$ cat src/rtl/bptc_pkg.sv
`timescale 1ns / 1ps

package bptc_pkg;

  // Field and coefficient widths
  localparam int D_W      = 24;
  localparam int COEF_W   = 16;
  localparam int OUT_W    = 18;
  localparam int CFG_IDX_W = 3;

  // First-order shifts
  localparam int TREF_SHIFT  = 8;   // C5 * 2^8
  localparam int TEMP_SHIFT  = 23;  // dT*C6 / 2^23
  localparam int OFF_C_SHIFT = 16;  // C2 * 2^16
  localparam int OFF_SHIFT   = 7;   // dT*C4 / 2^7
  localparam int SENS_C_SHIFT = 15; // C1 * 2^15
  localparam int SENS_SHIFT  = 8;   // dT*C3 / 2^8

  // Pressure shifts
  localparam int P_SHIFT_HI = 21;
  localparam int P_SHIFT_LO = 15;

  // Internal widths
  localparam int DT_W    = D_W + 2;               // D2 - C5*2^8, signed
  localparam int MP_W    = DT_W + COEF_W + 1;     // dT * coefficient, signed
  localparam int TEMP_W  = MP_W - TEMP_SHIFT;     // TEMP and its offsets, signed
  localparam int OFF_W   = 40;                    // OFF, SENS and their nets, signed
  localparam int SQ_W    = 2 * TEMP_W;            // squares of temperature offsets
  localparam int SPLIT_W = OFF_W / 2;             // low slice of SENS for the product
  localparam int PL_W    = D_W + SPLIT_W;         // D1 * low slice, unsigned
  localparam int PH_W    = D_W + 1 + OFF_W - SPLIT_W; // D1 * high slice, signed
  localparam int PROD_W  = PH_W + SPLIT_W;        // full D1 * SENS
  localparam int Q_W     = PROD_W - P_SHIFT_HI;   // product / 2^21
  localparam int R_W     = Q_W + 1;               // minus OFF
  localparam int PR_W    = R_W - P_SHIFT_LO;      // pressure before clamping

  // Temperature thresholds, as offsets from TEMP - 2000
  localparam logic signed [TEMP_W-1:0] TEMP_REF  = TEMP_W'(2000);
  localparam logic signed [TEMP_W-1:0] TEMP_COLD = TEMP_W'(3500); // 2000 + 1500

  // Output clamp limits
  localparam logic signed [TEMP_W-1:0] TEMP_MIN = -TEMP_W'(131072);
  localparam logic signed [TEMP_W-1:0] TEMP_MAX = TEMP_W'(131071);

  // Register indexes
  typedef enum logic [CFG_IDX_W-1:0] {
    CFG_SENS     = 3'd0,
    CFG_OFF      = 3'd1,
    CFG_TCS      = 3'd2,
    CFG_TCO      = 3'd3,
    CFG_TREF     = 3'd4,
    CFG_TEMPSENS = 3'd5
  } cfg_idx_t;

  typedef struct packed {
    logic [COEF_W-1:0] sens;
    logic [COEF_W-1:0] off;
    logic [COEF_W-1:0] tcs;
    logic [COEF_W-1:0] tco;
    logic [COEF_W-1:0] tref;
    logic [COEF_W-1:0] tempsens;
  } coeff_t;

  // First-order result
  typedef struct packed {
    logic [D_W-1:0]    d1;
    logic [TEMP_W-1:0] tdiff;  // TEMP - 2000
    logic [TEMP_W-1:0] tcold;  // TEMP + 1500
    logic [TEMP_W-1:0] temp;
    logic [OFF_W-1:0]  off;
    logic [OFF_W-1:0]  sens;
  } fo_t;

  // Corrected offset and sensitivity
  typedef struct packed {
    logic [D_W-1:0]    d1;
    logic [TEMP_W-1:0] temp;
    logic [OFF_W-1:0]  off_net;
    logic [OFF_W-1:0]  sens_net;
  } so_t;

endpackage

$ cat src/rtl/bptc_first_order.sv
`timescale 1ns / 1ps

module bptc_first_order import bptc_pkg::*; (
  input  logic           clk,
  input  logic           rst_n,
  input  coeff_t         coef,
  input  logic           up_valid,
  output logic           up_ready,
  input  logic [D_W-1:0] up_d1,
  input  logic [D_W-1:0] up_d2,
  output logic           dn_valid,
  input  logic           dn_ready,
  output fo_t            dn_data
);

  logic v1_r, v2_r, v3_r;
  logic rdy1, rdy2, rdy3;

  logic [D_W-1:0]         d1_s1_r, d1_s2_r;
  logic signed [DT_W-1:0] dt_r, dt_nxt;
  logic signed [MP_W-1:0] m6_r, m4_r, m3_r;
  logic signed [MP_W-1:0] m6_nxt, m4_nxt, m3_nxt;
  logic [TEMP_W-1:0]      tdiff;
  fo_t                    fo_r, fo_nxt;

  // Stage handshake: a stage moves when empty or when the next one moves
  assign rdy3     = !v3_r || dn_ready;
  assign rdy2     = !v2_r || rdy3;
  assign rdy1     = !v1_r || rdy2;
  assign up_ready = rdy1;
  assign dn_valid = v3_r;
  assign dn_data  = fo_r;

  always_ff @(posedge clk) begin
    if (!rst_n) begin
      v1_r <= 1'b0;
      v2_r <= 1'b0;
      v3_r <= 1'b0;
    end else begin
      if (rdy1) v1_r <= up_valid;
      if (rdy2) v2_r <= v1_r;
      if (rdy3) v3_r <= v2_r;
    end
  end

  // Stage 1: dT = D2 - C5*2^8
  assign dt_nxt = $signed({2'b00, up_d2}) - $signed({2'b00, coef.tref, {TREF_SHIFT{1'b0}}});

  always_ff @(posedge clk) begin
    if (rdy1 && up_valid) begin
      dt_r    <= dt_nxt;
      d1_s1_r <= up_d1;
    end
  end

  // Stage 2: the three dT products
  assign m6_nxt = dt_r * $signed({1'b0, coef.tempsens});
  assign m4_nxt = dt_r * $signed({1'b0, coef.tco});
  assign m3_nxt = dt_r * $signed({1'b0, coef.tcs});

  always_ff @(posedge clk) begin
    if (rdy2 && v1_r) begin
      m6_r    <= m6_nxt;
      m4_r    <= m4_nxt;
      m3_r    <= m3_nxt;
      d1_s2_r <= d1_s1_r;
    end
  end

  // Stage 3: TEMP, OFF, SENS; upper slices are floor shifts
  assign tdiff = m6_r[MP_W-1:TEMP_SHIFT];

  always_comb begin
    fo_nxt       = '0;
    fo_nxt.d1    = d1_s2_r;
    fo_nxt.tdiff = tdiff;
    fo_nxt.temp  = tdiff + TEMP_REF;
    fo_nxt.tcold = tdiff + TEMP_COLD;
    fo_nxt.off   = {{(OFF_W-COEF_W-OFF_C_SHIFT){1'b0}}, coef.off, {OFF_C_SHIFT{1'b0}}}
                 + {{(OFF_W-MP_W+OFF_SHIFT){m4_r[MP_W-1]}}, m4_r[MP_W-1:OFF_SHIFT]};
    fo_nxt.sens  = {{(OFF_W-COEF_W-SENS_C_SHIFT){1'b0}}, coef.sens, {SENS_C_SHIFT{1'b0}}}
                 + {{(OFF_W-MP_W+SENS_SHIFT){m3_r[MP_W-1]}}, m3_r[MP_W-1:SENS_SHIFT]};
  end

  always_ff @(posedge clk) begin
    if (rdy3 && v2_r) begin
      fo_r <= fo_nxt;
    end
  end

  // A held item stays put under backpressure
  a_fo_hold: assert property (@(posedge clk) disable iff (!rst_n)
    v3_r && !dn_ready |=> v3_r && $stable(fo_r))
    else $error("first-order result changed while stalled");

endmodule

$ cat config.mk
export PLATFORM = sky130hd
export DESIGN_NAME = bptc_first_order
export DESIGN_NICKNAME = d
export VERILOG_FILES = /design/src/rtl/bptc_pkg.sv /design/src/rtl/bptc_first_order.sv
export SDC_FILE = /design/constraint.sdc
export NUM_CORES = 2
export LEC_CHECK = 0
export CAP_MARGIN = 25
export CORE_MARGIN = 5
export CORE_UTILIZATION = 49
export DETAILED_ROUTE_END_ITERATION = 7
export DONT_BUFFER_PORTS = 1
export GPL_TIMING_DRIVEN = 1
export PLACE_DENSITY = 0.66
export REMOVE_ABC_BUFFERS = 1
export SLEW_MARGIN = 20
export SYNTH_ARGS = -nofsm -noshare
export SYNTH_HDL_FRONTEND = slang
export SYNTH_SLANG_ARGS = --single-unit
export TNS_END_PERCENT = 100
$ cat constraint.sdc
create_clock -name clk -period 18.1 [get_ports clk]
set_input_delay 1.81 -clock clk [delete_from_list [all_inputs] [get_ports clk]]
set_output_delay 1.81 -clock clk [all_outputs]
set_load 0.01 [all_outputs]
==> summary.txt <==
Status -> finished, final reports clean
DR pass1 iterations -> 5
Cells after synthesis -> 5489
CP Max Fanout -> 25
Final setup viols -> 0
Final Hold Vio Count -> 0
Sequential area share after synthesis -> 17.4%
Fin crit period -> 7.48 ns
Yosys warnings -> 0
H-tree depth -> 2
Fmax achieved -> 0.134 GHz
Worst-path clk slew -> 0.06 ns
Reg2reg setup slack -> 10.80 ns
Clock Tree Buf Depth -> 3
Num ports -> 314
Clk Latency, worst-skew pair -> 0.64 ns
R2R Path Start -> dt_r[12]
First-pass GRT wire length -> 201000 µm
Clock skew -> 0.0344 ns
Number of global-route vias before repair -> 38.5k
Post-route antenna net violation count -> 0
Initial antenna violation count -> 3
Number of max-cap violations -> 0
Post-DP HPWL -> 90600 µm
Post-synth EDFFs -> 311
RSZ-0062 raised after global routing -> no
Final RePlAce weighted congestion -> 0.864
Critical path data arrival time -> 7.83 ns
Post-route clock period utilization -> 41.3%
DRC viols -> 0
Final Slew Violations -> 0
Mapped Avg Cell Area -> 9.86 µm²
Starting Density -> 49.1%
Hold Startpoint -> m3_r[19]
CTS tree -> done
Core area -> 110000 µm²
Yosys reg bits -> 314
Row cnt -> 122
Finished Core Util -> 51.3%
Drt total wl -> 119000 µm
Hold Path Depth -> 0
Worst R2R End -> m4_r[41]
Most used DFF post-synth -> edfxtp_1
Largest net degree at the start of global routing -> 62
ANT cells -> 0
Aggregate global-route resource usage -> 21.6%
Met3 Usage GRT -> 4.41%
Total gr overflow -> 0
I/O Buffers -> 0
Die span in x -> 342 µm
Setup TNS -> 0 ns
Area growth, synth to finish -> 4.45%
Vias -> 34.9k
Root Buffer Master -> clkbuf_16
Met1 global-route usage -> 28.5%
Reg2reg path depth -> 22
Die footprint -> 117000 µm²
Post-CTS Hold Buffers -> 0
Post-CTS sizing -> 0
Setup bufs post-CTS -> 0
Worst min-delay path class -> reg2reg
Ratio of cells with drive above 1 in the final layout -> 2.02%
Hold Path Sink -> dn_data[11]
Die Height -> 342 µm
Normalized max-slew margin -> 34.9%
Least-Margin Pin Slew -> 0.976 ns
Post-synthesis cell area -> 54100 µm²
Post-synthesis cell type count -> 59
Ys async rst share -> 0%
Clock sink count -> 314
Final net count -> 6987
M2 GR Usage -> 37.0%
CP Class -> in2reg
Routed length per instance -> 17.5 µm
Worst EP required -> 18.45 ns
CP startpoint kind -> input port
CP Capture Type -> flop
Via/cell ratio -> 5.10
GRT Max-Usage Layer -> met2
Iter 0 DRT Violations -> 1759
Hold slack -> 0.413 ns
CTS Buf Count -> 39
[synthesized netlist by cell type (all sizes together) (28+ instances only)]
cell type	count	area, µm²
a21o	31	233
fa	1170	23400
nor2b	28	175
nor2	107	402
inv	1463	5490
ha	354	4430
nand2	771	2890
and2	476	2980
xor2	39	342
xnor2	125	1090
edfxtp	311	9340
a21oi	91	463
clkbuf	228	856
o21ai	51	255
[registers in the layout, indices dropped and copies added (netlist names)]
name and flops:
v1_r 1, m6_r 19, d1_s2_r 24, v2_r 1, d1_s1_r 24, m4_r 35
dn_valid 1, m3_r 34, dn_data 150, dt_r 25
[through the flow]
step	instance area [µm²]	setup slack, ns	instances
after floorplan	53100	7.34	5243
after global placement	55300	10.10	6762
after detailed placement	55300	10.05	6762
after CTS	56500	10.71	6834
after global routing	56500	10.35	6834
final	56500	10.62	6834
[cells in the final DEF (no fill, tap or decap), drive strengths merged, types with 4 or more instances in the layout]
| cell | instances |
|---|---|
| inv | 1471 |
| fa | 1170 |
| nand2 | 771 |
| and2 | 476 |
| ha | 354 |
| edfxtp | 311 |
| xnor2 | 125 |
| nor2 | 107 |
| a21oi | 91 |
| o21ai | 51 |
| clkbuf | 47 |
| xor2 | 39 |
| a21o | 31 |
| buf | 31 |
| nor2b | 28 |
| nand3 | 26 |
| nor3 | 26 |
| o21a | 24 |
| nand4 | 18 |
| clkinv | 15 |
| o21bai | 13 |
| and3 | 11 |
| a21boi | 11 |
| o211ai | 10 |
| nand2b | 10 |
| a211oi | 7 |
| o31ai | 7 |
| a31oi | 6 |
| o31a | 5 |
| or3 | 5 |
| o22ai | 5 |
| o41ai | 4 |
| a31o | 4 |
| a2111oi | 4 |
[cell type report]
| cell class | count | area, µm² |
|---|---|---|
| clock buffer | 47 | 1010 |
| clock inverter | 25 | 253 |
| fill | 10100 | 53700 |
| inverter | 1463 | 5490 |
| multi-input combinational | 3466 | 38300 |
| sequential | 314 | 9400 |
| tap | 1488 | 1860 |
| timing repair buffer | 31 | 233 |
[cells by family after synthesis]
family	after synthesis	share of synthesized area, %
AND/OR/NAND/NOR	1487	13.0
adder cells (fa/ha/maj)	1524	51.5
flip-flops	314	17.4
buffers and inverters	1709	12.0
AO/OA/AOI/OAI	291	3.54
XOR/XNOR	164	2.65
[worst max-delay path, cell delays in order]
cell and delay, ns:
and2_1 0.15, fa_1 0.53, inv_1 0.05, fa_1 0.47, fa_1 0.52, inv_1 0.06
fa_1 0.44, fa_1 0.51, inv_1 0.05, fa_1 0.47, inv_1 0.04, ha_1 0.33
a21oi_1 0.23, o21ai_1 0.13, a2111oi_2 0.41, o21ai_0 0.16, o22ai_2 0.33, a21oi_2 0.16
a2111o_1 0.47, a31o_2 0.27, a21oi_2 0.15, xnor2_1 0.08
[worst max-delay path by stage]
stage	slack (ns)	from	to	cells after the start
6_report	10.62	coef[37]	m4_r[41]	22
5_1_grt	10.35	coef[8]	m6_r[41]	22
4_1_cts	10.71	coef[37]	m4_r[41]	22
3_5_place_dp	10.05	coef[37]	m4_r[41]	22
3_3_place_gp	10.10	coef[37]	m4_r[41]	22
2_1_floorplan	7.34	dn_ready	d1_s2_r[0]	2
[routing by layer]
| metal | wire (µm) | up-vias |
|---|---|---|
| met5 | 0 | - |
| met4 | 2590 | 0 |
| li1 | - | 15700 |
| met1 | 49800 | 18200 |
| met3 | 8010 | 169 |
| met2 | 59100 | 881 |
Power is left out: the tool's default activity adds up to more than one toggle a clock period on the data nets, which glitch-free logic cannot reach.
