===== config.mk =====
export PLATFORM = sky130hd
export DESIGN_NAME = bptc_second_order
export DESIGN_NICKNAME = d
export VERILOG_FILES = /design/src/rtl/bptc_pkg.sv /design/src/rtl/bptc_second_order.sv
export SDC_FILE = /design/constraint.sdc
export NUM_CORES = 2
export LEC_CHECK = 0
export BUFFER_PORTS_ARGS = -buffer_cell sky130_fd_sc_hd__buf_2
export CORE_MARGIN = 1.5
export CORE_UTILIZATION = 45
export DETAILED_ROUTE_END_ITERATION = 6
export PLACE_DENSITY = 0.6
export SETUP_SLACK_MARGIN = 0.02
export SLEW_MARGIN = 20
export SYNTH_ARGS = -nofsm -noshare
export SYNTH_HDL_FRONTEND = slang
export SYNTH_SLANG_ARGS = --single-unit

===== constraint.sdc =====
create_clock -name clk -period 48.8 [get_ports clk]
set_input_delay 9.76 -clock clk [delete_from_list [all_inputs] [get_ports clk]]
set_output_delay 9.76 -clock clk [all_outputs]
set_load 0.1 [all_outputs]

===== src/rtl/bptc_pkg.sv =====
`timescale 1ns / 1ps

package bptc_pkg;

  // Field and coefficient widths
  localparam int D_W      = 24;
  localparam int COEF_W   = 16;
  localparam int OUT_W    = 18;
  localparam int CFG_IDX_W = 3;

  // First-order shifts
  localparam int TREF_SHIFT  = 8;   // C5 * 2^8
  localparam int TEMP_SHIFT  = 23;  // dT*C6 / 2^23
  localparam int OFF_C_SHIFT = 16;  // C2 * 2^16
  localparam int OFF_SHIFT   = 7;   // dT*C4 / 2^7
  localparam int SENS_C_SHIFT = 15; // C1 * 2^15
  localparam int SENS_SHIFT  = 8;   // dT*C3 / 2^8

  // Pressure shifts
  localparam int P_SHIFT_HI = 21;
  localparam int P_SHIFT_LO = 15;

  // Internal widths
  localparam int DT_W    = D_W + 2;               // D2 - C5*2^8, signed
  localparam int MP_W    = DT_W + COEF_W + 1;     // dT * coefficient, signed
  localparam int TEMP_W  = MP_W - TEMP_SHIFT;     // TEMP and its offsets, signed
  localparam int OFF_W   = 40;                    // OFF, SENS and their nets, signed
  localparam int SQ_W    = 2 * TEMP_W;            // squares of temperature offsets
  localparam int SPLIT_W = OFF_W / 2;             // low slice of SENS for the product
  localparam int PL_W    = D_W + SPLIT_W;         // D1 * low slice, unsigned
  localparam int PH_W    = D_W + 1 + OFF_W - SPLIT_W; // D1 * high slice, signed
  localparam int PROD_W  = PH_W + SPLIT_W;        // full D1 * SENS
  localparam int Q_W     = PROD_W - P_SHIFT_HI;   // product / 2^21
  localparam int R_W     = Q_W + 1;               // minus OFF
  localparam int PR_W    = R_W - P_SHIFT_LO;      // pressure before clamping

  // Temperature thresholds, as offsets from TEMP - 2000
  localparam logic signed [TEMP_W-1:0] TEMP_REF  = TEMP_W'(2000);
  localparam logic signed [TEMP_W-1:0] TEMP_COLD = TEMP_W'(3500); // 2000 + 1500

  // Output clamp limits
  localparam logic signed [TEMP_W-1:0] TEMP_MIN = -TEMP_W'(131072);
  localparam logic signed [TEMP_W-1:0] TEMP_MAX = TEMP_W'(131071);

  // Register indexes
  typedef enum logic [CFG_IDX_W-1:0] {
    CFG_SENS     = 3'd0,
    CFG_OFF      = 3'd1,
    CFG_TCS      = 3'd2,
    CFG_TCO      = 3'd3,
    CFG_TREF     = 3'd4,
    CFG_TEMPSENS = 3'd5
  } cfg_idx_t;

  typedef struct packed {
    logic [COEF_W-1:0] sens;
    logic [COEF_W-1:0] off;
    logic [COEF_W-1:0] tcs;
    logic [COEF_W-1:0] tco;
    logic [COEF_W-1:0] tref;
    logic [COEF_W-1:0] tempsens;
  } coeff_t;

  // First-order result
  typedef struct packed {
    logic [D_W-1:0]    d1;
    logic [TEMP_W-1:0] tdiff;  // TEMP - 2000
    logic [TEMP_W-1:0] tcold;  // TEMP + 1500
    logic [TEMP_W-1:0] temp;
    logic [OFF_W-1:0]  off;
    logic [OFF_W-1:0]  sens;
  } fo_t;

  // Corrected offset and sensitivity
  typedef struct packed {
    logic [D_W-1:0]    d1;
    logic [TEMP_W-1:0] temp;
    logic [OFF_W-1:0]  off_net;
    logic [OFF_W-1:0]  sens_net;
  } so_t;

endpackage


===== src/rtl/bptc_second_order.sv =====
`timescale 1ns / 1ps

module bptc_second_order import bptc_pkg::*; (
  input  logic clk,
  input  logic rst_n,
  input  logic up_valid,
  output logic up_ready,
  input  fo_t  up_data,
  output logic dn_valid,
  input  logic dn_ready,
  output so_t  dn_data
);

  logic v4_r, v5_r, v6_r;
  logic rdy4, rdy5, rdy6;

  // Stage 4 registers and the stage 5 copies of the pass-through fields
  logic [D_W-1:0]    d1_s4_r, d1_s5_r;
  logic [TEMP_W-1:0] temp_s4_r, temp_s5_r;
  logic [OFF_W-1:0]  off_s4_r, sens_s4_r, off_s5_r, sens_s5_r;
  logic [SQ_W-1:0]   sq_d_r, sq_e_r, sq_d_nxt, sq_e_nxt;
  logic              below_ref_r, below_cold_r;

  // Stage 5 correction registers and their combinational terms
  logic [SQ_W-1:0]   off2_r, sens2_r, off2_nxt, sens2_nxt;
  logic [SQ_W-1:0]   d5, e7, e11;

  so_t so_r, so_nxt;

  assign rdy6     = !v6_r || dn_ready;
  assign rdy5     = !v5_r || rdy6;
  assign rdy4     = !v4_r || rdy5;
  assign up_ready = rdy4;
  assign dn_valid = v6_r;
  assign dn_data  = so_r;

  always_ff @(posedge clk) begin
    if (!rst_n) begin
      v4_r <= 1'b0;
      v5_r <= 1'b0;
      v6_r <= 1'b0;
    end else begin
      if (rdy4) v4_r <= up_valid;
      if (rdy5) v5_r <= v4_r;
      if (rdy6) v6_r <= v5_r;
    end
  end

  // Stage 4: squares of (TEMP-2000) and (TEMP+1500)
  assign sq_d_nxt = $signed(up_data.tdiff) * $signed(up_data.tdiff);
  assign sq_e_nxt = $signed(up_data.tcold) * $signed(up_data.tcold);

  always_ff @(posedge clk) begin
    if (rdy4 && up_valid) begin
      sq_d_r       <= sq_d_nxt;
      sq_e_r       <= sq_e_nxt;
      below_ref_r  <= up_data.tdiff[TEMP_W-1];
      below_cold_r <= up_data.tcold[TEMP_W-1];
      d1_s4_r      <= up_data.d1;
      temp_s4_r    <= up_data.temp;
      off_s4_r     <= up_data.off;
      sens_s4_r    <= up_data.sens;
    end
  end

  // Stage 5: correction terms by shift, add and subtract
  assign d5  = (sq_d_r << 2) + sq_d_r;
  assign e7  = (sq_e_r << 3) - sq_e_r;
  assign e11 = (sq_e_r << 3) + (sq_e_r << 1) + sq_e_r;

  always_comb begin
    off2_nxt  = '0;
    sens2_nxt = '0;
    if (below_ref_r) begin
      off2_nxt  = d5 >> 1;
      sens2_nxt = d5 >> 2;
      if (below_cold_r) begin
        off2_nxt  = (d5 >> 1) + e7;
        sens2_nxt = (d5 >> 2) + (e11 >> 1);
      end
    end
  end

  always_ff @(posedge clk) begin
    if (rdy5 && v4_r) begin
      off2_r    <= off2_nxt;
      sens2_r   <= sens2_nxt;
      d1_s5_r   <= d1_s4_r;
      temp_s5_r <= temp_s4_r;
      off_s5_r  <= off_s4_r;
      sens_s5_r <= sens_s4_r;
    end
  end

  // Stage 6: net offset and sensitivity
  always_comb begin
    so_nxt          = '0;
    so_nxt.d1       = d1_s5_r;
    so_nxt.temp     = temp_s5_r;
    so_nxt.off_net  = off_s5_r - off2_r;
    so_nxt.sens_net = sens_s5_r - sens2_r;
  end

  always_ff @(posedge clk) begin
    if (rdy6 && v5_r) begin
      so_r <= so_nxt;
    end
  end

  // Warm readings carry no correction
  a_warm_zero: assert property (@(posedge clk) disable iff (!rst_n)
    $past(rdy5 && v4_r && !below_ref_r) |-> off2_r == '0 && sens2_r == '0)
    else $error("correction applied above reference temperature");

  // Offset correction always dominates sensitivity correction
  a_off_ge_sens: assert property (@(posedge clk) disable iff (!rst_n)
    v5_r |-> off2_r >= sens2_r)
    else $error("offset correction below sensitivity correction");

endmodule


==> metrics.cfg <==
[placement]
gp_congestion = 0.900
place_hpwl_um = 107000
placed_area_um2 = 60500
dpl_worst_slack_ps = 28120
portBuffers = 293

[hold_path]
hp-class = reg2reg

[yosys]
synthMuxAreaShare_pct = 0.164
netlist.area_leader.share_pct = 29.3
synth_edf_count = 532
synthCells = 5378
synth_top_area_cell = fa_1
synth_warnings = 0
syn_nets = 6838
synth-seq-cells = 535
syn-cell-area_um2 = 57200
synth-compound-area-share_pct = 10.6
synth-xor-area-share_pct = 4.53
synth_top_family_by_area = adder cells
netlist_top_cells_area = fa_1, edfxtp_1, ha_1
synthFlopType = edfxtp_1
syn-mean-instance-area_um2 = 10.6
synthAdderAreaFrac_pct = 39.2
seq_area_frac_synth_pct = 28.0
synth-simple-area-share_pct = 9.55
synth.distinct_cells = 88
async_reset_ff_share_pct = 0

[sta]
finalMaxSlewViolations = 0
worstMarginPinSlew_ps = 1160
totalNegativeSetupSlack_ps = 0
fin_ws_ps = 28120
fmaxAchievable_ghz = 0.0483
finClkSkew_ps = 66.4
relSlewSlack_pct = 22.6
setup_viol = 0
post-route-min-period_ps = 20680
min_period_over_period_pct = 42.4
hold_viol_final = 0
rsz0062_at_grt = false

[clock_network]
post_cts_buffers = 0
cts_inserted_buffers = 52
h-tree-depth = 2
clk_pin_slew_ps = 60
cts_hold_buffers = 0
clock_latency_ps = 650
cts_tree = done
cts_root_buf = clkbuf_16
cts_sinks = 535
cts_buffer_depth = 3
ctsResizeCount = 0

[worst_setup_path]
crit_path_max_incr_delay_ps = 570
cp_data_required_time_ps = 39040
worstPathCellList = buf_2, nor2b_1, nand3_1, buf_2
path_buf_inv = 2
crit_fanout = 6
cpLargestDelayFamily = simple AND/OR/NAND/NOR gates
critical_path_class = in2out
cpMaxStageDelayCell = nor2b_1
endpoint_kind = output port
path_common_cell = buf_2
cp.arrival_ps = 10920
start_kind = input pin

[global_route]
grt_util_all_layers_pct = 20.9
grt_pass1_wl_um = 215000
grt_pass1_vias = 40000
antenna_found_initial = 2
grt-ovfl-total = 0
grt_max_degree = 77

[floorplan]
io_pins = 294
die_w_um = 360
die_h_um = 360
core-area_um2 = 126000
rows = 130
die_area_um2 = 129000
initial_core_util_pct = 45.5

[routing]
via_per_inst = 5.17
wire_per_inst_um = 18.1
drtIter0Drc = 2204
via_count = 37900
final_antenna_net_count = 0
wl_um = 132000
remaining_drc_errors = 0
dr.pass1.iters = 5

[cells_and_area]
final_area_um2 = 62400
nets = 7096
drive_gt1_share_pct = 7.66
utilization_pct = 49.5
n_antenna_cell = 0
syn2layout_area_growth_pct = 9.00
nFillCells = 11500

[flow_run]
max_cap_viol_count = 0

[outcome]
status = finished clean

## final timing paths
path / start / endpoint / slack [ps] / depth (start not counted)
max: dn_ready / up_ready / 28120 / 4
min: sens_s4_r[8] / sens_s5_r[8] / 390 / 0
max reg2reg: sq_d_r[8] / off2_r[38] / 41930 / 21
min reg2reg: sens_s4_r[8] / sens_s5_r[8] / 390 / 0
## per-stage QoR
| stage | std cells | hold WS [ps] |
|---|---|---|
| floorplan | 5378 | 400 |
| global placement | 7231 | 400 |
| detailed placement | 7231 | 405 |
| CTS | 7326 | 383 |
| global route | 7327 | 395 |
| finish | 7327 | 389 |
## cell usage in the layout, fill, tap and decap left out, types with 127 or more instances in the layout
| cell type | count |
|---|---|
| fa_1 | 838 |
| nor2_1 | 210 |
| a21oi_1 | 242 |
| ha_1 | 454 |
| inv_1 | 1098 |
| o21ai_0 | 159 |
| nand2_1 | 401 |
| a21o_1 | 127 |
| edfxtp_1 | 532 |
| xnor2_1 | 209 |
| and2_1 | 176 |
| buf_2 | 293 |
## final cells by class
class / instances / area [um^2] / area share (%)
multi-input cells: 3639 / 36700 / 58.8
flip-flops and latches: 535 / 16000 / 25.7
inverters: 1098 / 4120 / 6.61
well taps: 1650 / 2060 / 3.31
repair buffers: 310 / 1610 / 2.59
clock buffers: 55 / 1310 / 2.10
clock inverters: 40 / 528 / 0.847
## sequential cells by signal, summed over array words and instances (netlist names), 20 cells and up
register   flops
dn_data      124
off2_r        40
off_s4_r      40
off_s5_r      40
sens2_r       40
sens_s4_r     40
sens_s5_r     40
sq_d_r        39
sq_e_r        39
d1_s4_r       24
d1_s5_r       24
temp_s4_r     20
temp_s5_r     20
## kinds of logic after synthesis
kind of cell	Yosys count
XOR/XNOR	295
AO/OA/AOI/OAI	911
AND/OR/NAND/NOR	1131
flip-flops	535
adder cells (fa/ha/maj)	1292
other	1
multiplexers	9
buffers and inverters	1204
## cells in the mapped netlist, types with 5 or more instances
| cell | instances |
|---|---|
| mux2i_1 | 6 |
| o22ai_1 | 11 |
| nor2b_1 | 78 |
| or2_2 | 6 |
| a22o_1 | 18 |
| nand2_1 | 401 |
| o21ai_0 | 159 |
| xnor2_1 | 209 |
| ha_1 | 454 |
| a21boi_0 | 33 |
| nor2_1 | 210 |
| xor2_1 | 85 |
| or3_1 | 19 |
| edfxtp_1 | 532 |
| nor3_1 | 56 |
| a31oi_1 | 22 |
| a31o_2 | 8 |
| nand3_1 | 58 |
| a21o_1 | 127 |
| a211oi_1 | 49 |
| o21ai_1 | 7 |
| o21a_1 | 60 |
| and4_1 | 9 |
| nand2b_1 | 45 |
| o2111ai_1 | 7 |
| o31a_1 | 5 |
| clkbuf_1 | 102 |
| fa_1 | 838 |
| a221oi_1 | 14 |
| and2_1 | 176 |
| o31ai_1 | 11 |
| a21oi_1 | 242 |
| a211o_1 | 9 |
| and3_1 | 33 |
| a2111oi_0 | 9 |
| nor4_1 | 5 |
| inv_1 | 1098 |
| o211ai_1 | 18 |
| nand4_1 | 17 |
| o21bai_1 | 38 |
## layer usage
layer / GRT usage (%) / up-vias / routed length (um)
met3: 2.02 / 167 / 5610
met5: 0 / - / 27
met1: 28.8 / 18700 / 60600
met4: 4.85 / 4 / 3040
li1: - / 18100 / -
met2: 35.6 / 860 / 63100
Power is not shown: default switching activity piles up to over one toggle a cycle in this logic, so the estimate is an artifact.
