### src/rtl/bptc_pkg.sv
`timescale 1ns / 1ps

package bptc_pkg;

  // Field and coefficient widths
  localparam int D_W      = 24;
  localparam int COEF_W   = 16;
  localparam int OUT_W    = 18;
  localparam int CFG_IDX_W = 3;

  // First-order shifts
  localparam int TREF_SHIFT  = 8;   // C5 * 2^8
  localparam int TEMP_SHIFT  = 23;  // dT*C6 / 2^23
  localparam int OFF_C_SHIFT = 16;  // C2 * 2^16
  localparam int OFF_SHIFT   = 7;   // dT*C4 / 2^7
  localparam int SENS_C_SHIFT = 15; // C1 * 2^15
  localparam int SENS_SHIFT  = 8;   // dT*C3 / 2^8

  // Pressure shifts
  localparam int P_SHIFT_HI = 21;
  localparam int P_SHIFT_LO = 15;

  // Internal widths
  localparam int DT_W    = D_W + 2;               // D2 - C5*2^8, signed
  localparam int MP_W    = DT_W + COEF_W + 1;     // dT * coefficient, signed
  localparam int TEMP_W  = MP_W - TEMP_SHIFT;     // TEMP and its offsets, signed
  localparam int OFF_W   = 40;                    // OFF, SENS and their nets, signed
  localparam int SQ_W    = 2 * TEMP_W;            // squares of temperature offsets
  localparam int SPLIT_W = OFF_W / 2;             // low slice of SENS for the product
  localparam int PL_W    = D_W + SPLIT_W;         // D1 * low slice, unsigned
  localparam int PH_W    = D_W + 1 + OFF_W - SPLIT_W; // D1 * high slice, signed
  localparam int PROD_W  = PH_W + SPLIT_W;        // full D1 * SENS
  localparam int Q_W     = PROD_W - P_SHIFT_HI;   // product / 2^21
  localparam int R_W     = Q_W + 1;               // minus OFF
  localparam int PR_W    = R_W - P_SHIFT_LO;      // pressure before clamping

  // Temperature thresholds, as offsets from TEMP - 2000
  localparam logic signed [TEMP_W-1:0] TEMP_REF  = TEMP_W'(2000);
  localparam logic signed [TEMP_W-1:0] TEMP_COLD = TEMP_W'(3500); // 2000 + 1500

  // Output clamp limits
  localparam logic signed [TEMP_W-1:0] TEMP_MIN = -TEMP_W'(131072);
  localparam logic signed [TEMP_W-1:0] TEMP_MAX = TEMP_W'(131071);

  // Register indexes
  typedef enum logic [CFG_IDX_W-1:0] {
    CFG_SENS     = 3'd0,
    CFG_OFF      = 3'd1,
    CFG_TCS      = 3'd2,
    CFG_TCO      = 3'd3,
    CFG_TREF     = 3'd4,
    CFG_TEMPSENS = 3'd5
  } cfg_idx_t;

  typedef struct packed {
    logic [COEF_W-1:0] sens;
    logic [COEF_W-1:0] off;
    logic [COEF_W-1:0] tcs;
    logic [COEF_W-1:0] tco;
    logic [COEF_W-1:0] tref;
    logic [COEF_W-1:0] tempsens;
  } coeff_t;

  // First-order result
  typedef struct packed {
    logic [D_W-1:0]    d1;
    logic [TEMP_W-1:0] tdiff;  // TEMP - 2000
    logic [TEMP_W-1:0] tcold;  // TEMP + 1500
    logic [TEMP_W-1:0] temp;
    logic [OFF_W-1:0]  off;
    logic [OFF_W-1:0]  sens;
  } fo_t;

  // Corrected offset and sensitivity
  typedef struct packed {
    logic [D_W-1:0]    d1;
    logic [TEMP_W-1:0] temp;
    logic [OFF_W-1:0]  off_net;
    logic [OFF_W-1:0]  sens_net;
  } so_t;

endpackage

### src/rtl/bptc_pressure.sv
`timescale 1ns / 1ps

module bptc_pressure import bptc_pkg::*; (
  input  logic                    clk,
  input  logic                    rst_n,
  input  logic                    up_valid,
  output logic                    up_ready,
  input  so_t                     up_data,
  output logic                    dn_valid,
  input  logic                    dn_ready,
  output logic signed [OUT_W-1:0] dn_temp,
  output logic [OUT_W-1:0]        dn_pressure
);

  logic v7_r, v8_r, v9_r;
  logic rdy7, rdy8, rdy9;

  logic [PL_W-1:0]         pl_r, pl_nxt;
  logic signed [PH_W-1:0]  ph_r, ph_nxt;
  logic [OFF_W-1:0]        off_s7_r, off_s8_r;
  logic [OUT_W-1:0]        tsat_s7_r, tsat_s8_r, tsat_nxt;
  logic signed [PROD_W-1:0] prod;
  logic [Q_W-1:0]          q_r;
  logic signed [R_W-1:0]   diff;
  logic [PR_W-1:0]         pr;
  logic [OUT_W-1:0]        temp_r, press_r, press_nxt;

  assign rdy9     = !v9_r || dn_ready;
  assign rdy8     = !v8_r || rdy9;
  assign rdy7     = !v7_r || rdy8;
  assign up_ready = rdy7;
  assign dn_valid = v9_r;
  assign dn_temp  = $signed(temp_r);
  assign dn_pressure = press_r;

  always_ff @(posedge clk) begin
    if (!rst_n) begin
      v7_r <= 1'b0;
      v8_r <= 1'b0;
      v9_r <= 1'b0;
    end else begin
      if (rdy7) v7_r <= up_valid;
      if (rdy8) v8_r <= v7_r;
      if (rdy9) v9_r <= v8_r;
    end
  end

  // Stage 7: D1 * SENS as two partial products; clamp temperature
  assign pl_nxt = up_data.d1 * up_data.sens_net[SPLIT_W-1:0];
  assign ph_nxt = $signed({1'b0, up_data.d1}) * $signed(up_data.sens_net[OFF_W-1:SPLIT_W]);

  always_comb begin
    if ($signed(up_data.temp) < TEMP_MIN) begin
      tsat_nxt = TEMP_MIN[OUT_W-1:0];
    end else if ($signed(up_data.temp) > TEMP_MAX) begin
      tsat_nxt = TEMP_MAX[OUT_W-1:0];
    end else begin
      tsat_nxt = up_data.temp[OUT_W-1:0];
    end
  end

  always_ff @(posedge clk) begin
    if (rdy7 && up_valid) begin
      pl_r      <= pl_nxt;
      ph_r      <= ph_nxt;
      off_s7_r  <= up_data.off_net;
      tsat_s7_r <= tsat_nxt;
    end
  end

  // Stage 8: merge partials, floor divide by 2^21
  assign prod = $signed({ph_r, {SPLIT_W{1'b0}}})
              + $signed({{(PROD_W-PL_W){1'b0}}, pl_r});

  always_ff @(posedge clk) begin
    if (rdy8 && v7_r) begin
      q_r       <= prod[PROD_W-1:P_SHIFT_HI];
      off_s8_r  <= off_s7_r;
      tsat_s8_r <= tsat_s7_r;
    end
  end

  // Stage 9: subtract OFF, floor divide by 2^15, clamp to output range
  assign diff = $signed({q_r[Q_W-1], q_r})
              - $signed({{(R_W-OFF_W){off_s8_r[OFF_W-1]}}, off_s8_r});
  assign pr   = diff[R_W-1:P_SHIFT_LO];

  always_comb begin
    if (pr[PR_W-1]) begin
      press_nxt = '0;
    end else if (|pr[PR_W-2:OUT_W]) begin
      press_nxt = '1;
    end else begin
      press_nxt = pr[OUT_W-1:0];
    end
  end

  always_ff @(posedge clk) begin
    if (rdy9 && v8_r) begin
      press_r <= press_nxt;
      temp_r  <= tsat_s8_r;
    end
  end

  // Mid-pipe item holds while the output stage is blocked
  a_q_hold: assert property (@(posedge clk) disable iff (!rst_n)
    v8_r && !rdy9 |=> v8_r && $stable(q_r) && $stable(off_s8_r))
    else $error("pressure stage lost data under stall");

endmodule

### config.mk
export PLATFORM = sky130hd
export DESIGN_NAME = bptc_pressure
export DESIGN_NICKNAME = d
export VERILOG_FILES = /design/src/rtl/bptc_pkg.sv /design/src/rtl/bptc_pressure.sv
export SDC_FILE = /design/constraint.sdc
export NUM_CORES = 2
export LEC_CHECK = 0
export ABC_CLOCK_PERIOD_IN_PS = 12430
export BUFFER_PORTS_ARGS = -buffer_cell sky130_fd_sc_hd__clkbuf_2
export CORE_ASPECT_RATIO = 2
export CORE_MARGIN = 2
export CORE_UTILIZATION = 50
export DETAILED_ROUTE_END_ITERATION = 16
export PLACE_DENSITY = 0.7
export SETUP_SLACK_MARGIN = 0.4
export SLEW_MARGIN = 15
export SYNTH_ARGS = -nofsm -noshare
export SYNTH_HDL_FRONTEND = slang
export SYNTH_SLANG_ARGS = --single-unit
### constraint.sdc
create_clock -name clk -period 12.43 [get_ports clk]
set_clock_uncertainty 0.2 [all_clocks]
set_input_delay 0.6215 -clock clk [delete_from_list [all_inputs] [get_ports clk]]
set_output_delay 0.6215 -clock clk [all_outputs]
set_load 0.01 [all_outputs]
==> flow_metrics.env <==
export IMPL_syn_area_um2=43000
export IMPL_muxShareOfSynthArea_pct=0.0727
export IMPL_ys_ff_latch=268
export IMPL_synth_edf_count=265
export IMPL_required_ns=12.54
export IMPL_fin_tns_setup_ns=0
export IMPL_final_common_cell="inv_1"
export IMPL_synthFlopType="edfxtp_1"
export IMPL_arrival_ns=8.12
export IMPL_final_net_count=5750
export IMPL_dr_pass1_iters=5
export IMPL_worstReg2RegEnd="dn_pressure[0]"
export IMPL_whs_endpoint="off_s7_r[28]"
export IMPL_final_util_pct=53.2
export IMPL_worstReg2RegStart="off_s8_r[4]"
export IMPL_drive_gt1_share_pct=5.88
export IMPL_viasPerCell=5.49
export IMPL_htree_levels=1
export IMPL_synth_xor_area_share_pct=2.69
export IMPL_final_cell_mix="943 x inv_1, 785 x fa_1, 612 x nand2_1"
export IMPL_yosysWarningCount=0
export IMPL_die_area_um2=88600
export IMPL_hold_path_class="primary input to flop"
export IMPL_drc=0
export IMPL_yosys_area_share_simple_pct=14.7
export IMPL_start_util_pct=50.3
export IMPL_reg2reg_depth=13
export IMPL_clock_sinks=268
export IMPL_globalRoute_totalOverflow=0
export IMPL_grt_pass1_vias=33921
export IMPL_synth_net_count=5728
export IMPL_ys_seq_area_share_pct=18.6
export IMPL_synth_fa_ha_area_share_pct=48.1
export IMPL_ioPinCount=166
export IMPL_yosysTopAreaCell="fa_1"
export IMPL_dieHeight_um=419
export IMPL_final_period_utilization_pct=64.4
export IMPL_antenna_found_initial=4
export IMPL_critPathLaunchType="primary input"
export IMPL_synth_area_leaders="fa_1 37%, edfxtp_1 18%, ha_1 12%"
export IMPL_setup_viol=0
export IMPL_slew_viol_final=0
export IMPL_area_growth_pct=5.74
export IMPL_place_congestion=0.955
export IMPL_maxCapViolations=0
export IMPL_clk_pin_slew_ns=0.08
export IMPL_synth_top_area_share_pct=36.5
export IMPL_rsz0062_at_grt="no"
export IMPL_postSynthAreaPerCell_um2=9.74
export IMPL_placementRows=152
export IMPL_wl_um=110000
export IMPL_root_buffer="clkbuf_16"
export IMPL_cts_buffers=24
export IMPL_synth_compound_area_share_pct=5.77
export IMPL_grt_start_max_net_pins=76
export IMPL_ys_types=63
export IMPL_max_freq_mhz=125
export IMPL_grt_pass1_wl_um=173000
export IMPL_drtIter0Drc=1484
export IMPL_coreArea_um2=85600
export IMPL_final_cells=5534
export IMPL_dp_cells=5490
export IMPL_clock_path_buffers=3
export IMPL_postCtsSetupRepairBufs=0
export IMPL_portBuffers=165
export IMPL_syn_inst=4416
export IMPL_status="finished, final reports clean"
export IMPL_ant_nets=0
export IMPL_path_class="primary input to flop"
export IMPL_clock_latency_ns=0.55
export IMPL_min_period_ns=8.01
export IMPL_tightest_slew_ns=1.17
export IMPL_num_vias=30401
export IMPL_post_dp_hpwl_um=85400
export IMPL_end_kind="flop"
export IMPL_fp_dieW_um=211
export IMPL_track_usage_pct=25.4
export IMPL_worstPathMaxFanout=40
export IMPL_cts_resized=0
export IMPL_relSlewSlack_pct=20.8
export IMPL_hold_violations=0
export IMPL_synth_top_family_by_area="adder cells"
export IMPL_tritoncts="yes"
export IMPL_whs_ns=0.0489
export IMPL_async_flop_share_pct=0
export IMPL_hold_buffers=0
export IMPL_wl_per_cell_um=19.8
export IMPL_rrSetupSlack_ns=7.63
export IMPL_worstHoldStart="up_data[68]"
export IMPL_worstHoldPathCells=1
critical path, stage by stage:
cell,delay (ns)
clkbuf_2,0.08
buf_4,0.47
and2_1,0.25
fa_1,0.45
fa_1,0.52
inv_1,0.05
fa_1,0.48
inv_1,0.05
fa_1,0.48
fa_1,0.50
fa_1,0.50
inv_1,0.05
fa_1,0.47
inv_1,0.04
ha_1,0.41
a21oi_1,0.24
o211ai_1,0.20
a21oi_1,0.21
o21ba_2,0.16
a211oi_1,0.16
o41ai_1,0.66
o21ai_1,0.22
a311oi_1,0.41
o21ai_1,0.12
a21oi_1,0.18
xnor2_1,0.08
synth_stat cells (5+ instances only):
cell	number
nor2_1	81
a21o_1	60
o21ai_1	5
nand2b_1	27
nor3_1	17
o21ai_0	70
and3_1	15
nand4_1	20
ha_1	399
a21oi_2	8
a31oi_1	14
a211oi_1	16
xnor2_1	85
and2_1	461
o21bai_1	14
o211ai_1	10
o21a_1	11
clkbuf_1	192
nand3_1	34
a41oi_1	6
nor2b_1	12
inv_1	943
edfxtp_1	265
fa_1	785
nand2_1	612
a21oi_1	142
xor2_1	47
through the flow:
| step | setup slack (ns) | instance area (µm²) |
|---|---|---|
| 2_1_floorplan | 3.41 | 43000 |
| 3_3_place_gp | 3.96 | 44700 |
| 3_5_place_dp | 3.86 | 44700 |
| 4_1_cts | 4.47 | 45500 |
| 5_1_grt | 4.15 | 45500 |
| 6_report | 4.42 | 45500 |
layer usage:
metal	share of wire [%]	wire length (µm)	track usage (%)
met5	0.040	44	0
met1	34	36800	25.6
met2	55	60400	49.8
met3	4.9	5380	2.71
met4	6.3	6890	14.5
registers in the layout (all words and copies together), names as in the netlist:
name / flops
off_s7_r: 40
off_s8_r: 40
v8_r: 1
dn_valid: 1
q_r: 44
tsat_s8_r: 18
dn_temp: 18
tsat_s7_r: 18
v7_r: 1
dn_pressure: 18
ph_r: 45
pl_r: 24
worst max path at each step:
stage          depth (start not counted)          from     endpoint  slack [ns]
2_1_floorplan                          2      dn_ready  off_s8_r[0]        3.41
3_3_place_gp                          26  up_data[110]     ph_r[44]        3.96
3_5_place_dp                          26  up_data[110]     ph_r[44]        3.86
4_1_cts                               26  up_data[110]     ph_r[44]        4.47
5_1_grt                               26  up_data[110]     ph_r[44]        4.15
6_report                              26  up_data[110]     ph_r[44]        4.42
area by class of cell:
cell class                 count  area [µm²]
antenna                        1        2.50
inverter                     943        3540
tap                         1078        1350
timing repair buffer         193        1040
fill                        7740       40100
sequential                   268        8020
multi-input combinational   3008       30800
clock buffer                  30         664
clock inverter                13         126
cells by family after synthesis:
family | count (synthesis)
AO/OA/AOI/OAI | 393
AND/OR/NAND/NOR | 1296
multiplexers | 3
XOR/XNOR | 132
flip-flops | 268
buffers and inverters | 1140
adder cells (fa/ha/maj) | 1184
Power is left out: the tool's default activity adds up to more than one toggle a clock period on the data nets, which glitch-free logic cannot reach.
