==> src/rtl/bptc_pkg.sv <==
`timescale 1ns / 1ps

package bptc_pkg;

  // Field and coefficient widths
  localparam int D_W      = 24;
  localparam int COEF_W   = 16;
  localparam int OUT_W    = 18;
  localparam int CFG_IDX_W = 3;

  // First-order shifts
  localparam int TREF_SHIFT  = 8;   // C5 * 2^8
  localparam int TEMP_SHIFT  = 23;  // dT*C6 / 2^23
  localparam int OFF_C_SHIFT = 16;  // C2 * 2^16
  localparam int OFF_SHIFT   = 7;   // dT*C4 / 2^7
  localparam int SENS_C_SHIFT = 15; // C1 * 2^15
  localparam int SENS_SHIFT  = 8;   // dT*C3 / 2^8

  // Pressure shifts
  localparam int P_SHIFT_HI = 21;
  localparam int P_SHIFT_LO = 15;

  // Internal widths
  localparam int DT_W    = D_W + 2;               // D2 - C5*2^8, signed
  localparam int MP_W    = DT_W + COEF_W + 1;     // dT * coefficient, signed
  localparam int TEMP_W  = MP_W - TEMP_SHIFT;     // TEMP and its offsets, signed
  localparam int OFF_W   = 40;                    // OFF, SENS and their nets, signed
  localparam int SQ_W    = 2 * TEMP_W;            // squares of temperature offsets
  localparam int SPLIT_W = OFF_W / 2;             // low slice of SENS for the product
  localparam int PL_W    = D_W + SPLIT_W;         // D1 * low slice, unsigned
  localparam int PH_W    = D_W + 1 + OFF_W - SPLIT_W; // D1 * high slice, signed
  localparam int PROD_W  = PH_W + SPLIT_W;        // full D1 * SENS
  localparam int Q_W     = PROD_W - P_SHIFT_HI;   // product / 2^21
  localparam int R_W     = Q_W + 1;               // minus OFF
  localparam int PR_W    = R_W - P_SHIFT_LO;      // pressure before clamping

  // Temperature thresholds, as offsets from TEMP - 2000
  localparam logic signed [TEMP_W-1:0] TEMP_REF  = TEMP_W'(2000);
  localparam logic signed [TEMP_W-1:0] TEMP_COLD = TEMP_W'(3500); // 2000 + 1500

  // Output clamp limits
  localparam logic signed [TEMP_W-1:0] TEMP_MIN = -TEMP_W'(131072);
  localparam logic signed [TEMP_W-1:0] TEMP_MAX = TEMP_W'(131071);

  // Register indexes
  typedef enum logic [CFG_IDX_W-1:0] {
    CFG_SENS     = 3'd0,
    CFG_OFF      = 3'd1,
    CFG_TCS      = 3'd2,
    CFG_TCO      = 3'd3,
    CFG_TREF     = 3'd4,
    CFG_TEMPSENS = 3'd5
  } cfg_idx_t;

  typedef struct packed {
    logic [COEF_W-1:0] sens;
    logic [COEF_W-1:0] off;
    logic [COEF_W-1:0] tcs;
    logic [COEF_W-1:0] tco;
    logic [COEF_W-1:0] tref;
    logic [COEF_W-1:0] tempsens;
  } coeff_t;

  // First-order result
  typedef struct packed {
    logic [D_W-1:0]    d1;
    logic [TEMP_W-1:0] tdiff;  // TEMP - 2000
    logic [TEMP_W-1:0] tcold;  // TEMP + 1500
    logic [TEMP_W-1:0] temp;
    logic [OFF_W-1:0]  off;
    logic [OFF_W-1:0]  sens;
  } fo_t;

  // Corrected offset and sensitivity
  typedef struct packed {
    logic [D_W-1:0]    d1;
    logic [TEMP_W-1:0] temp;
    logic [OFF_W-1:0]  off_net;
    logic [OFF_W-1:0]  sens_net;
  } so_t;

endpackage

==> src/rtl/bptc_cfg_regs.sv <==
`timescale 1ns / 1ps

module bptc_cfg_regs import bptc_pkg::*; (
  input  logic                 clk,
  input  logic                 rst_n,
  input  logic                 cfg_we,
  input  logic [CFG_IDX_W-1:0] cfg_index,
  input  logic [COEF_W-1:0]    cfg_wdata,
  output coeff_t               coef
);

  coeff_t coef_r;

  // Coefficient writes; unused indexes are dropped
  always_ff @(posedge clk) begin
    if (!rst_n) begin
      coef_r <= '0;
    end else if (cfg_we) begin
      unique case (cfg_idx_t'(cfg_index))
        CFG_SENS:     coef_r.sens     <= cfg_wdata;
        CFG_OFF:      coef_r.off      <= cfg_wdata;
        CFG_TCS:      coef_r.tcs      <= cfg_wdata;
        CFG_TCO:      coef_r.tco      <= cfg_wdata;
        CFG_TREF:     coef_r.tref     <= cfg_wdata;
        CFG_TEMPSENS: coef_r.tempsens <= cfg_wdata;
        default: ;
      endcase
    end
  end

  assign coef = coef_r;

endmodule

==> config.mk <==
export PLATFORM = sky130hd
export DESIGN_NAME = bptc_cfg_regs
export DESIGN_NICKNAME = d
export VERILOG_FILES = /design/src/rtl/bptc_pkg.sv /design/src/rtl/bptc_cfg_regs.sv
export SDC_FILE = /design/constraint.sdc
export NUM_CORES = 1
export LEC_CHECK = 0
export ABC_CLOCK_PERIOD_IN_PS = 1400
export BUFFER_PORTS_ARGS = -buffer_cell sky130_fd_sc_hd__buf_4
export CORE_MARGIN = 2
export CORE_UTILIZATION = 45
export CTS_CLUSTER_DIAMETER = 150
export DETAILED_ROUTE_END_ITERATION = 12
export GPL_TIMING_DRIVEN = 0
export PLACE_DENSITY = 0.72
export SYNTH_ARGS = -nofsm -noshare
export SYNTH_HDL_FRONTEND = slang
export SYNTH_SLANG_ARGS = --single-unit
==> constraint.sdc <==
create_clock -name clk -period 1.4 [get_ports clk]
set_input_delay 0.42 -clock clk [delete_from_list [all_inputs] [get_ports clk]]
set_output_delay 0.42 -clock clk [all_outputs]
set_load 0.01 [all_outputs]
==> flow_summary.ini, run 1 <==
[clocking]
buffers_inserted_by_post_cts_timing_repair = 0
htree_levels = 3
cts_inserted_buffers = 9
cts_tree = yes
hold_buffers = 0
max-clock-path-buffers = 2
clock_sink_count = 96
clock_latency_at_the_later_pin_of_the_worst_skew_pair_ns = 0.34
clk_root_buffer_cell = clkbuf_8
cts.repair.resized = 0
worst_setup_hold_path_clk_slew_ns = 0.09

[place]
io_buffers = 116
numPlacedInstances = 552
detailed_place.area_um2 = 4500
gp_congestion = 0.845
hpwl_mm = 6.46

[synthesis]
synth_largest_area_cell = dfxtp_1
yosys.cell_count.top_type = nand2_1
postSynthNetCount = 356
synth.top_cell.area_share_pct = 55.0
synth.yosys.seq_area_share_pct = 55.0
syn-mean-instance-area_um2 = 10.5
mappedNetlistArea_um2 = 3490
synthTopCellsByCount = nand2_1, dfxtp_1, mux2i_1
synth_flop_cell = dfxtp_1
ys_warn_count = 0
syn-instance-count = 334
flip_flop_and_latch_count_after_synthesis = 96
synth.lib_cells_used.distinct = 13
synth_edf_count = 0
ys_async_sr_fraction_pct = 0
yosys-top-cells-area = dfxtp_1, mux2i_1, nand2_1

[pwr]
swShare_pct = 21.6
p_switching_uw = 1160
finalPower_uw = 5360
power_frac_comb_pct = 7.8
clockPowerShare_pct = 39.6
sequentialPowerShare_pct = 52.6
ir_drop_mv = 0.566
intPower_uw = 4210
cellPowerDensity_nw_per_um2 = 1130
leak_pwr_uw = 0.00249

[worst_setup_path]
path_class = input pin to register
crit_fanout = 10
worstSetupStartpointType = input pin
r2r_end = coef[19]
rrSetupSlack_ns = 0.75
setup.worst_path.end_class = register
cp.arrival_ns = 1.56
worstReg2RegStart = coef[19]
critical_path_required_ns = 1.67
rr_worst_depth = 2

[finish]
share_of_post_route_cells_with_drive_strength_above_1_pct = 30.8
design_area_um2 = 4730
area.growth.synth_to_final_pct = 35.4
flip_flop_count_of_the_largest_register_after_layout = 96
final_cell_count_no_fill = 567
final_nets = 483
insertedDiodeCount = 0

[outcome]
result_of_the_run = finished clean

[route]
via_count = 2768
wire_per_inst_um = 15.4
totalWireLength_mm = 8.73
detailedRoute.firstPassIterationCount = 4
route.detailed.drc = 0
antenna_violating_nets_post_route = 0
detail_route.iter0.violations = 61
via_per_inst = 4.88

[timing]
fin_worst_skew_ns = 0
final-hold-violation-count = 0
setup_repair_after_global_routing_missed_its_margin = no
setup_viol_count_final = 0
max_clock_freq_mhz = 772
final_period_minus_worst_setup_slack_ns = 1.30
worst_pin_slew_ns = 0.566
timing.slew.headroom_pct = 62.2
final_min_period_over_clock_period_pct = 92.5
timing.setup.tns_ns = 0
timing.final.max_slew_violations = 0

[floorplanning]
placement_rows = 32
fp.coreArea_um2 = 7610
boundaryPins = 118
initial_core_utilization_pct = 45.9
die_width_um = 92.1
die-height_um = 92.1
floorplan.die_area_um2 = 8490

[hold_path]
cells_on_worst_hold_path = 2
min_to = coef[11]
hp-class = register to register
holdCritStartpoint = coef[11]

[global_routing]
number_of_global_route_vias_before_repair = 2680
gr-usage-all-layers_pct = 20.7
gr-total-overflow = 0
maximum_number_of_pins_on_one_net_before_global_route_repair = 15
antenna_found_initial = 0
grt_pass1_wl_mm = 13.6

[flow_run]
max_cap_viol_count = 0
power groups by stage:
stage | Sequential (uW) | Combinational, uW | Clock, uW
finish | 2820 | 420 | 2120
global route | 2830 | 454 | 2250
CTS | 2820 | 424 | 2150
detailed placement | 2890 | 423 | 0
global placement | 2880 | 415 | 0
floorplan | 2910 | 186 | 0
cell families after synthesis:
| family | after synthesis | synth area share (%) |
|---|---|---|
| buf+inv | 24 | 3.69 |
| flops | 96 | 55.0 |
| mux | 96 | 27.5 |
| simple gates | 118 | 13.8 |
how the worst max path moves through the flow:
stage / from / end / depth (start not counted)
detailed placement: cfg_index[2] / coef[69] / 5
floorplan: cfg_index[1] / coef[89] / 4
global placement: cfg_index[1] / coef[94] / 5
finish: cfg_index[2] / coef[69] / 5
global route: cfg_index[2] / coef[74] / 5
CTS: coef[19] / coef[19] / 1
cell type report:
class | count | area, um2
Buffer | 24 | 129
Clock buffer | 12 | 145
Clock inverter | 3 | 90.1
Fill cell | 660 | 2880
Multi-Input combinational cell | 214 | 1450
Sequential cell | 96 | 1920
Tap cell | 102 | 128
Timing Repair Buffer | 116 | 871
per-layer routing:
metal  vias to the layer above  GRT usage (%)  wire length (um)
li1                       1360              -                 -
met1                      1312           26.0              3940
met2                        84           34.5              4110
met3                        12           4.93               526
met4                         0           7.71               159
met5                         -              0                 0
worst max-delay path, stage by stage:
cell,delay (ns)
buf_4,0.13
and4bb_2,0.28
buf_2,0.25
buf_4,0.27
mux2i_1,0.21
metrics by stage:
stage	setup WS [ns]	hold slack, ns	utilization (%)
after floorplan	-0.0543	0.479	-
after global placement	-0.229	0.444	59.1
after detailed placement	-0.257	0.449	59.1
after CTS	0.118	0.456	62.2
after global routing	0.0419	0.480	62.2
final	0.105	0.463	62.2
layout by cell type, fill, tap and decap left out:
cell type / n
buf_4: 117
nand2_1: 112
mux2i_1: 96
dfxtp_1: 96
clkbuf_1: 13
clkbuf_8: 10
buf_2: 9
bufinv_16: 3
nand4bb_1: 2
nand4b_1: 2
buf_1: 1
or4b_4: 1
buf_6: 1
buf_12: 1
and4bb_2: 1
No activity file was read; power rests on OpenSTA's default activity.
==> run 2: changes to the inputs <==
- CORE_MARGIN: 2 -> 10
==> run 2 against run 1 <==
Register-to-register slack barely moved. Flip-flop and latch count did not move. Non-clock buffer count did not move. Via count barely moved. Sequential share of layout area rose by 0.065 points. Hold slack barely moved. Power fell by 1.8%. Wire length rose by 12%. Clock skew did not move. Sequential power barely moved. Final area fell by 0.16%.
==> flow_summary.ini, run 2 (synthesis results as in run 1) <==
[floorplanning]
floorplan.die_area_um2 = 11700
boundaryPins = 118
initial_core_utilization_pct = 45.7
die-height_um = 108
fp.coreArea_um2 = 7650
placement_rows = 32
die_width_um = 108

[timing]
setup_repair_after_global_routing_missed_its_margin = no
fin_worst_skew_ns = 0
timing.slew.headroom_pct = 62.7
timing.final.max_slew_violations = 0
final_critical_path_setup_slack_ns = 0.115
max_clock_freq_mhz = 778
timing.setup.tns_ns = 0
setup_viol_count_final = 0
final_period_minus_worst_setup_slack_ns = 1.29
whs_ns = 0.463
final_min_period_over_clock_period_pct = 91.8
final-hold-violation-count = 0
worst_pin_slew_ns = 0.560

[clocking]
max-clock-path-buffers = 2
worst_setup_hold_path_clk_slew_ns = 0.09
htree_levels = 3
clk_root_buffer_cell = clkbuf_8
clock_sink_count = 96
buffers_inserted_by_post_cts_timing_repair = 0
cts.repair.resized = 0
clock_latency_at_the_later_pin_of_the_worst_skew_pair_ns = 0.35
cts_tree = yes
hold_buffers = 0
cts_inserted_buffers = 9

[global_routing]
gr-total-overflow = 0
gr-usage-all-layers_pct = 16.7
number_of_global_route_vias_before_repair = 2825
maximum_number_of_pins_on_one_net_before_global_route_repair = 17
grt_pass1_wl_mm = 15.2
antenna_found_initial = 0

[place]
hpwl_mm = 7.41
gp_congestion = 0.792
io_buffers = 116
detailed_place.area_um2 = 4500
dp_worst_setup_slack_ns = -0.263

[worst_setup_path]
timing.critical_path.from = coef[19]
max_stage_delay_ns = 0.38
destination_of_the_critical_timing_path = coef[19]
rr_worst_depth = 2
worstReg2RegStart = coef[91]
cp.arrival_ns = 0.87
worst-path-stages = 1
worstSetupStartpointType = register
setup.worst_path.end_class = output port
rrSetupSlack_ns = 0.76
cp_slowest_cell = dfxtp_1
path_delay_family = flip-flops
crit_fanout = 2
path_cells = buf_4
worst-path-buf-inv = 1
critical_path_required_ns = 0.98
path_class = register to output port
r2r_end = coef[91]

[pwr]
cellPowerDensity_nw_per_um2 = 1120
leak_pwr_uw = 0.00248
ir_drop_mv = 0.607

[route]
detail_route.iter0.violations = 47
via_count = 2766
detailedRoute.firstPassIterationCount = 4
via_per_inst = 4.87
route.detailed.drc = 0
totalWireLength_mm = 9.77
antenna_violating_nets_post_route = 0
wire_per_inst_um = 17.2

[finish]
layout_commonest_cell = buf_4
final_core_utilization_pct = 61.8
layout.cells.most_common_list = buf_4, nand2_1, mux2i_1, dfxtp_1, clkbuf_1
share_of_post_route_cells_with_drive_strength_above_1_pct = 31.3
design_area_um2 = 4720
insertedDiodeCount = 0
final_nets = 483
area.growth.synth_to_final_pct = 35.2
flip_flop_count_of_the_largest_register_after_layout = 96

[hold_path]
hp-class = register to register

[flow_run]
max_cap_viol_count = 0

[outcome]
result_of_the_run = finished clean
==> run 2: cell count changes in the layout (fill, tap and decap cells not counted), sizes merged <==
cell      change
bufinv        -1
inv           +2
clkinvlp      +1
clkbuf        -2
clkinv        +1
==> run 2: layout make-up <==
cell class / count / area (um2)
fillers: 657 / 2920
flip-flops and latches: 96 / 1920
multi-input cells: 214 / 1450
repair buffers: 116 / 871
clock buffers: 10 / 138
plain buffers: 24 / 129
well taps: 102 / 128
clock inverters: 6 / 90.1
==> run 2: worst min-delay path, cell delays in order, from the launching register on <==
cell,delay [ns]
dfxtp_1,0.32
nand2_1,0.05
mux2i_1,0.05
==> run 2: how the worst min path moves through the flow <==
stage	start	to	slack, ns	cells past startpoint
floorplan	coef[64]	coef[64]	0.48	2
global placement	coef[78]	coef[78]	0.44	2
detailed placement	coef[64]	coef[64]	0.45	2
CTS	cfg_wdata[15]	coef[31]	0.45	3
global route	coef[31]	coef[31]	0.48	2
finish	coef[75]	coef[75]	0.46	2
==> run 2: report_power, final <==
part	total [uW]	internal [uW]	switching, uW
sequential	2820	2790	34.3
clock	2020	1060	957
combinational	425	188	237
==> run 2: per-stage QoR <==
stage / total power [uW] / cells
floorplan: 3100 / 334
global placement: 3310 / 552
detailed placement: 3320 / 552
CTS: 5320 / 568
global route: 5470 / 568
finish: 5270 / 568
==> run 2: layer usage <==
metal / track usage, % / part of all wire, %
met5: 0 / 0
met1: 19.0 / 42
met2: 26.9 / 46
met3: 7.56 / 10
met4: 6.11 / 1.6
